[config.mk]
export PLATFORM = sky130hd
export DESIGN_NAME = moving_average_filter
export DESIGN_NICKNAME = d
export VERILOG_FILES = /design/src/hw/rtl/mavg_pkg.sv /design/src/hw/rtl/moving_average_filter.sv /design/src/hw/rtl/mavg_cell.sv /design/src/hw/rtl/mavg_div.sv
export SDC_FILE = /design/constraint.sdc
export NUM_CORES = 2
export LEC_CHECK = 0
export ABC_CLOCK_PERIOD_IN_PS = 7200
export CORE_UTILIZATION = 23
export DETAILED_ROUTE_END_ITERATION = 12
export DONT_BUFFER_PORTS = 1
export PLACE_DENSITY_LB_ADDON = 0.05
export SYNTH_ARGS = -nofsm -noshare
export SYNTH_HDL_FRONTEND = slang
export SYNTH_HIERARCHICAL = 1
export SYNTH_SLANG_ARGS = --single-unit
[constraint.sdc]
create_clock -name clk -period 7.2 [get_ports clk]
set_input_delay 1.08 -clock clk [delete_from_list [all_inputs] [get_ports clk]]
set_output_delay 1.08 -clock clk [all_outputs]
set_load 0.1 [all_outputs]
[src/hw/rtl/mavg_pkg.sv]
// Shared widths, types and codes for the moving average filter.
package mavg_pkg;

  localparam int SAMPLE_W       = 16;
  localparam int CNT_W          = 6;
  localparam int AVG_W          = 24;
  localparam int FRAC_W         = 8;
  localparam int SUM_W          = 27;
  localparam int DEN_W          = 11;
  localparam int DIV_W          = 36;
  localparam int DIV_STEPS      = DIV_W / 2;
  localparam int STEP_W         = 5;
  localparam int CFG_IDX_W      = 1;
  localparam int CFG_DATA_W     = 6;
  localparam int WINDOW_MAX_DEF = 32;

  localparam logic [CFG_IDX_W-1:0] REG_WINDOW_SIZE   = 1'b0;
  localparam logic [CFG_IDX_W-1:0] REG_WEIGHTED_MODE = 1'b1;

  localparam logic [CNT_W-1:0] WINDOW_SIZE_RST = 6'd8;

  typedef enum logic [2:0] {
    S_IDLE,
    S_WALK,
    S_START,
    S_DIV,
    S_DONE
  } state_t;

  typedef struct packed {
    logic shift;
    logic rotate;
  } cell_ctrl_t;

endpackage

[src/hw/rtl/moving_average_filter.sv]
// Top level: linear weighted moving average over a ring of sample cells.
//
// Input channel in_valid/in_stall/in_sample carries one signed 16-bit sample per word.
// Output channel out_valid/out_stall carries out_average (signed, 8 fraction bits,
// truncated toward zero) and out_fill_count, one word per input word, in order.
// Config: cfg_we/cfg_index/cfg_data; index 0 window_size, index 1 weighted_mode.
// Writes take effect at the next sample and must be made while the block is idle.
// A sample shifts into the cell ring on acceptance. The ring then rotates once
// around past a running-sum accumulator, then a radix-4 divider forms the quotient.
// One sample is processed at a time: no new sample is taken until the result has
// been loaded into the output register.
// A finished word waits in the output register while the next sample is taken; if it
// is still stalled when the next result is ready, that result holds and in_stall
// stays high. Reset clears the fill count, the output valid and restores
// window_size 8, weighted_mode 1; sample cells are not cleared.
module moving_average_filter import mavg_pkg::*; #(
  parameter int WINDOW_MAX = WINDOW_MAX_DEF
) (
  input  logic                         clk,
  input  logic                         rst_n,
  input  logic                         in_valid,
  output logic                         in_stall,
  input  logic signed [SAMPLE_W-1:0]   in_sample,
  output logic                         out_valid,
  input  logic                         out_stall,
  output logic signed [AVG_W-1:0]      out_average,
  output logic        [CNT_W-1:0]      out_fill_count,
  input  logic                         cfg_we,
  input  logic        [CFG_IDX_W-1:0]  cfg_index,
  input  logic        [CFG_DATA_W-1:0] cfg_data
);

  localparam int KW    = $clog2(WINDOW_MAX);
  localparam int WK_W  = (KW > CNT_W) ? KW : CNT_W;
  localparam int CAP_I = (WINDOW_MAX > (1 << CNT_W) - 1) ? (1 << CNT_W) - 1 : WINDOW_MAX;
  localparam logic [CNT_W-1:0] CAP       = CNT_W'(CAP_I);
  localparam logic [KW-1:0]    WALK_LAST = KW'(WINDOW_MAX - 1);

  state_t state_r, state_nxt;

  logic [CNT_W-1:0] window_size_r;
  logic             weighted_mode_r;
  logic [CNT_W-1:0] count_r;
  logic [KW-1:0]    k_r;
  logic signed [SUM_W-1:0] acc1_r, acc2_r;
  logic             neg_r;
  logic             out_valid_r;
  logic signed [AVG_W-1:0] average_r;
  logic [CNT_W-1:0] fill_r;

  logic             accept;
  logic [CNT_W-1:0] w_eff, cnt_min, count_nxt;
  cell_ctrl_t       cell_ctrl;
  logic signed [SAMPLE_W-1:0] cell_q [WINDOW_MAX];
  logic signed [SUM_W-1:0]    head, acc1_nxt, numer;
  logic [SUM_W-1:0]           mag;
  logic [2*CNT_W:0]           tri_prod;
  logic [DEN_W-1:0]           den;
  logic [DIV_W-1:0]           div_num;
  logic                       div_start, div_done;
  logic [AVG_W-1:0]           div_quot;
  logic                       load_out;

  // Configuration
  always_ff @(posedge clk) begin
    if (!rst_n) begin
      window_size_r   <= WINDOW_SIZE_RST;
      weighted_mode_r <= 1'b1;
    end else if (cfg_we) begin
      unique case (cfg_index)
        REG_WINDOW_SIZE:   window_size_r   <= cfg_data[CNT_W-1:0];
        REG_WEIGHTED_MODE: weighted_mode_r <= cfg_data[0];
        default: ;
      endcase
    end
  end

  always_comb begin
    if (window_size_r == '0) begin
      w_eff = CNT_W'(1);
    end else if (window_size_r > CAP) begin
      w_eff = CAP;
    end else begin
      w_eff = window_size_r;
    end
    cnt_min   = (count_r > w_eff) ? w_eff : count_r;
    count_nxt = (cnt_min == w_eff) ? w_eff : cnt_min + 1'b1;
  end

  assign accept   = in_valid && !in_stall;
  assign in_stall = (state_r != S_IDLE);

  // Sample ring: newest in cell 0 after a shift; rotation brings cell k to cell 0
  assign cell_ctrl.shift  = accept;
  assign cell_ctrl.rotate = (state_r == S_WALK);

  for (genvar i = 0; i < WINDOW_MAX; i++) begin : g_cell
    mavg_cell u_cell (
      .clk       (clk),
      .ctrl      (cell_ctrl),
      .from_prev ((i == 0) ? in_sample : cell_q[(i + WINDOW_MAX - 1) % WINDOW_MAX]),
      .from_next (cell_q[(i + 1) % WINDOW_MAX]),
      .data      (cell_q[i])
    );
  end

  // Running sums: acc2 accumulates prefix sums, giving weights count..1 newest first
  assign head     = SUM_W'(cell_q[0]);
  assign acc1_nxt = acc1_r + head;

  always_ff @(posedge clk) begin
    if (accept) begin
      acc1_r <= '0;
      acc2_r <= '0;
    end else if (state_r == S_WALK && WK_W'(k_r) < WK_W'(count_r)) begin
      acc1_r <= acc1_nxt;
      acc2_r <= acc2_r + acc1_nxt;
    end
  end

  assign numer    = weighted_mode_r ? acc2_r : acc1_r;
  assign mag      = numer[SUM_W-1] ? SUM_W'(-numer) : SUM_W'(numer);
  assign tri_prod = (2*CNT_W+1)'(count_r) * ((2*CNT_W+1)'(count_r) + 1'b1);
  assign den      = weighted_mode_r ? DEN_W'(tri_prod >> 1) : DEN_W'(count_r);
  assign div_num  = DIV_W'({mag, {FRAC_W{1'b0}}});
  assign div_start = (state_r == S_START);

  mavg_div u_div (
    .clk   (clk),
    .rst_n (rst_n),
    .start (div_start),
    .num   (div_num),
    .den   (den),
    .done  (div_done),
    .quot  (div_quot)
  );

  always_ff @(posedge clk) begin
    if (div_start) begin
      neg_r <= numer[SUM_W-1];
    end
  end

  // Sequencer
  always_comb begin
    state_nxt = state_r;
    load_out  = 1'b0;
    unique case (state_r)
      S_IDLE:  if (accept) state_nxt = S_WALK;
      S_WALK:  if (k_r == WALK_LAST) state_nxt = S_START;
      S_START: state_nxt = S_DIV;
      S_DIV:   if (div_done) state_nxt = S_DONE;
      S_DONE: begin
        if (!out_valid_r || !out_stall) begin
          load_out  = 1'b1;
          state_nxt = S_IDLE;
        end
      end
      default: state_nxt = S_IDLE;
    endcase
  end

  always_ff @(posedge clk) begin
    if (!rst_n) begin
      state_r     <= S_IDLE;
      count_r     <= '0;
      k_r         <= '0;
      out_valid_r <= 1'b0;
    end else begin
      state_r <= state_nxt;
      if (accept) begin
        count_r <= count_nxt;
        k_r     <= '0;
      end else if (state_r == S_WALK) begin
        k_r <= k_r + 1'b1;
      end
      if (load_out) begin
        out_valid_r <= 1'b1;
      end else if (!out_stall) begin
        out_valid_r <= 1'b0;
      end
    end
  end

  always_ff @(posedge clk) begin
    if (load_out) begin
      average_r <= neg_r ? AVG_W'(-div_quot) : div_quot;
      fill_r    <= count_r;
    end
  end

  assign out_valid      = out_valid_r;
  assign out_average    = average_r;
  assign out_fill_count = fill_r;

`ifndef SYNTHESIS
  a_accept_walk: assert property (@(posedge clk) disable iff (!rst_n)
    accept |=> state_r == S_WALK)
    else $error("accepted sample did not start the ring walk");

  a_fill_nonzero: assert property (@(posedge clk) disable iff (!rst_n)
    out_valid |-> out_fill_count != '0)
    else $error("result with empty window");

  a_div_done_state: assert property (@(posedge clk) disable iff (!rst_n)
    div_done |-> state_r == S_DIV)
    else $error("divider finished outside division state");

  a_no_overwrite: assert property (@(posedge clk) disable iff (!rst_n)
    out_valid && out_stall |-> !load_out)
    else $error("stalled result overwritten");
`endif

endmodule

[src/hw/rtl/mavg_cell.sv]
// One sample cell of the window ring: shifts in from the previous cell or rotates from the next.
module mavg_cell import mavg_pkg::*; (
  input  logic                       clk,
  input  cell_ctrl_t                 ctrl,
  input  logic signed [SAMPLE_W-1:0] from_prev,
  input  logic signed [SAMPLE_W-1:0] from_next,
  output logic signed [SAMPLE_W-1:0] data
);

  logic signed [SAMPLE_W-1:0] data_r;

  always_ff @(posedge clk) begin
    if (ctrl.shift) begin
      data_r <= from_prev;
    end else if (ctrl.rotate) begin
      data_r <= from_next;
    end
  end

  assign data = data_r;

endmodule

[src/hw/rtl/mavg_div.sv]
// Unsigned restoring divider, two quotient bits per cycle.
module mavg_div import mavg_pkg::*; (
  input  logic             clk,
  input  logic             rst_n,
  input  logic             start,
  input  logic [DIV_W-1:0] num,
  input  logic [DEN_W-1:0] den,
  output logic             done,
  output logic [AVG_W-1:0] quot
);

  localparam logic [STEP_W-1:0] DIV_LAST = STEP_W'(DIV_STEPS - 1);

  logic [DIV_W-1:0]  num_r, num_nxt;
  logic [DEN_W-1:0]  rem_r, rem_nxt;
  logic [DEN_W-1:0]  den_r;
  logic [STEP_W-1:0] step_r;
  logic              busy_r;

  always_comb begin
    logic [DEN_W:0] trial;
    rem_nxt = rem_r;
    num_nxt = num_r;
    for (int b = 0; b < 2; b++) begin
      trial   = {rem_nxt, num_nxt[DIV_W-1]};
      num_nxt = {num_nxt[DIV_W-2:0], 1'b0};
      if (trial >= {1'b0, den_r}) begin
        rem_nxt    = DEN_W'(trial - {1'b0, den_r});
        num_nxt[0] = 1'b1;
      end else begin
        rem_nxt = trial[DEN_W-1:0];
      end
    end
  end

  assign done = busy_r && (step_r == DIV_LAST);

  always_ff @(posedge clk) begin
    if (!rst_n) begin
      busy_r <= 1'b0;
      step_r <= '0;
    end else if (start) begin
      busy_r <= 1'b1;
      step_r <= '0;
    end else if (busy_r) begin
      step_r <= step_r + 1'b1;
      if (done) begin
        busy_r <= 1'b0;
      end
    end
  end

  always_ff @(posedge clk) begin
    if (start) begin
      num_r <= num;
      rem_r <= '0;
      den_r <= den;
    end else if (busy_r) begin
      num_r <= num_nxt;
      rem_r <= rem_nxt;
    end
  end

  assign quot = num_r[AVG_W-1:0];

endmodule
==> impl_metrics.tcl <==
set metrics [dict create \
    grt_max_degree 94 \
    ys_types 91 \
    hold_ws_ps 474.7 \
    first_pass_iters 5 \
    p_int_w 0.009461 \
    slew_violations 0 \
    finalHoldViolCount 0 \
    start_kind "flop" \
    rsz0062_at_grt "false" \
    wl_per_cell_um 20.57 \
    drc_errors 0 \
    drt_iter0_drc 1074 \
    antenna_found_initial 10 \
    syn_to_final_growth_pct 11.84 \
    worstPathRequired_ps 7620 \
    grt_use_total_pct 11.98 \
    numCtsBuffers 88 \
    yosysTopAreaCell "edfxtp_1" \
    num-nets-final 2759 \
    synth_cells 2611 \
    antenna_left 0 \
    ys_ff_latch 683 \
    dr_wl_met3_um 3117 \
    cts_root_buffer "clkbuf_16" \
    path_clk_slew_ps 60 \
    yosysWarningCount 6 \
    p_sw_w 0.004482 \
    die_w_um 402.3 \
    power_density_nw_per_um2 338.3 \
    cts_tree "yes" \
    post_cts_buffers 0 \
    cts_resized 0 \
    cp_slowest_cell "dfxtp_1" \
    io_buffers 0 \
    setup_violations 0 \
    synth-edff-count 590 \
    yosysSeqAreaShare_pct 53.13 \
    worst_ep_arrival_time_ps 5580 \
    vias 20330 \
    cts_hold_buffers 0 \
    grt_pass1_vias 21050 \
    fmax_mhz 193.9 \
    grt_overflow 0 \
    drv_cap 0 \
    io_pins 60 \
    seq_area_um2 19580 \
    htree_levels 3 \
    cp_max_fo 12 \
    async_flop_share_pct 0 \
    clk_latency_ps 690 \
    path_cells "nand3_1 > or2_2 > ha_1 > nand2b_1 > fa_1 > fa_1 > fa_1 > inv_1 > ha_1 > nor2b_1 > o21ai_0 > nand2b_1 > a21oi_1 > o21bai_1 > a21o_1 > a21oi_1 > xnor2_1 > and2_1" \
    p_clk_share_pct 31.7 \
    period_needed_ps 5156 \
    finalSetupTns_ps 0 \
    viasPerCell 4.290 \
    min_path_type "flop to flop" \
    drt-met1-wl_um 49010 \
    core_area_um2 158700 \
    worst-setup-path-type "flop to flop" \
    fill_cells 16180 \
    min_period_over_period_pct 71.62 \
    gp_congestion 0.7622 \
    switching_share_pct 32.14 \
    status "finished, final reports clean" \
    synth.area.top_cells "edfxtp_1 (48%), mux2_4 (12%), mux2_2 (8.3%), dfxtp_1 (5.1%), ha_1 (4.0%)" \
    layout_common_cells "edfxtp_1 (590), mux2_4 (289), mux2_2 (270)" \
    cts_buffer_depth 3 \
    crit_top_cell "fa_1" \
    syn_area_um2 36850 \
    p_comb_share_pct 27.9 \
    layout-drive-gt1-share_pct 28.11 \
    cp_top_family "adder cells" \
    dp_hpwl_um 68520 \
    final_common_cell "edfxtp_1" \
    synthFlopType "edfxtp_1" \
    post-place-ws_ps 2011 \
    peakVddDrop_v 0.0001788 \
    multi_input_area_um2 15620 \
    seq_power_share_pct 40.4 \
    clock-sinks 683 \
    max_slew_margin_pct 24.31 \
    drt-total-wl_um 97490 \
    wl_met2_um 43210 \
    topRoutingLayerUsed "met5" \
    tightest_slew_ps 1133 \
    fin_worst_skew_ps 26.23 \
    synth_top_area_share_pct 48.08 \
    grt_pass1_wl_um 146300 \
    placementRows 146 \
    path_buf_inv 1 \
    floorplan.initialDensity_pct 23.21 \
    die_y_um 402.3 \
    setup_slack_ps 2044 \
    max_stage_delay_ps 620 \
    leakagePower_nw 15.38 \
    die_area_um2 161800 \
    synth.avg_cell_area_um2 14.11 \
    worst_setup_path_end_kind "flop" \
]
==> tightest hold or removal path, delay by kind of cell (launching register included) <==
kind | cells | cell delay [ps]
and+or+nand+nor | 1 | 60
DFF | 1 | 320
AOI/OAI and AO/OA | 1 | 50
==> area by class of cell <==
cell class              count  area share [%]
multi-input cells        1712           37.89
clock buffers             108           5.753
diodes                      2         0.01214
clock inverters            58           1.266
repair buffers             25          0.5464
well taps                2072           6.290
flip-flops and latches    683           47.51
inverters                  79          0.7377
==> metal layers <==
| layer | vias to the layer above | GRT usage (%) |
|---|---|---|
| li1 | 9640 | - |
| met1 | 10270 | 17.27 |
| met2 | 287 | 18.30 |
| met3 | 129 | 1.804 |
| met4 | 2 | 3.703 |
| met5 | - | 0 |
==> per-stage QoR <==
step | cells | cell area (µm²) | util (%) | power, W
after floorplan | 2619 | 36880 | - | 0.008558
after global placement | 4571 | 38320 | 24.14 | 0.009634
after detailed placement | 4571 | 38320 | 24.14 | 0.009651
after CTS | 4737 | 41210 | 25.96 | 0.01423
after global routing | 4738 | 41210 | 25.96 | 0.01480
final | 4739 | 41210 | 25.96 | 0.01394
==> cell families (layout without fill, tap and decap cells) <==
| group | Yosys count | in the layout | synth area share, % |
|---|---|---|---|
| multiplexers | 605 | 605 | 21.28 |
| XOR/XNOR | 130 | 130 | 3.131 |
| AO/OA/AOI/OAI | 336 | 336 | 6.047 |
| adder cells (fa/ha/maj) | 142 | 142 | 5.310 |
| buffers and inverters | 224 | 270 | 4.679 |
| AND/OR/NAND/NOR | 490 | 490 | 6.417 |
| other | 1 | 11 | 0.01018 |
| flip-flops | 683 | 683 | 53.13 |
==> Yosys cell counts, drive strengths merged (3+ instances only) <==
| cell | instances |
|---|---|
| inv | 76 |
| o211ai | 3 |
| a311oi | 4 |
| a211o | 3 |
| a21oi | 116 |
| nor2 | 131 |
| o21ai | 63 |
| dfxtp | 93 |
| o21a | 13 |
| xor2 | 40 |
| or2 | 39 |
| a2111oi | 3 |
| o21bai | 11 |
| a31oi | 12 |
| nand2 | 149 |
| o31ai | 13 |
| a21o | 38 |
| clkinv | 3 |
| a211oi | 21 |
| fa | 24 |
| nor3b | 7 |
| and2 | 16 |
| and3 | 12 |
| o31a | 4 |
| o221ai | 4 |
| edfxtp | 590 |
| clkbuf | 39 |
| nand2b | 26 |
| buf | 106 |
| nor2b | 25 |
| nor4 | 5 |
| ha | 118 |
| nand3 | 22 |
| or3 | 8 |
| o41ai | 4 |
| nand4 | 12 |
| mux2i | 46 |
| and4 | 5 |
| mux2 | 559 |
| nor3 | 25 |
| xnor2 | 89 |
| o311ai | 6 |
==> power by group through the flow <==
stage / Sequential (W) / Clock [W] / Combinational [W]
after floorplan: 0.00538 / 0 / 0.00318
after CTS: 0.00567 / 0.00463 / 0.00392
after detailed placement: 0.00575 / 0 / 0.00390
after global placement: 0.00575 / 0 / 0.00388
after global routing: 0.00573 / 0.00476 / 0.00431
final: 0.00563 / 0.00442 / 0.00389
==> path summary, 6_finish.rpt <==
path                                 start              end  slack (ps)  depth (start not counted)
worst max register to register  count_r[0]  u_div/den_r[10]        2040                         18
worst min-delay path            acc2_r[16]       acc2_r[16]         470                          2
worst max-delay path            count_r[0]  u_div/den_r[10]        2040                         18
worst min register to register  acc2_r[16]       acc2_r[16]         470                          2
==> registers in the layout, summed over array words and instances, names as in the netlist <==
register / cells
g_cell.u_cell/data: 512
u_div/num_r: 36
acc1_r: 27
acc2_r: 27
out_average: 24
u_div/den_r: 11
u_div/rem_r: 11
count_r: 6
out_fill_count: 6
window_size_r: 6
k_r: 5
u_div/step_r: 5
state_r: 3
neg_r: 1
out_valid: 1
u_div/busy_r: 1
weighted_mode_r: 1
No activity file was read; power rests on OpenSTA's default activity.
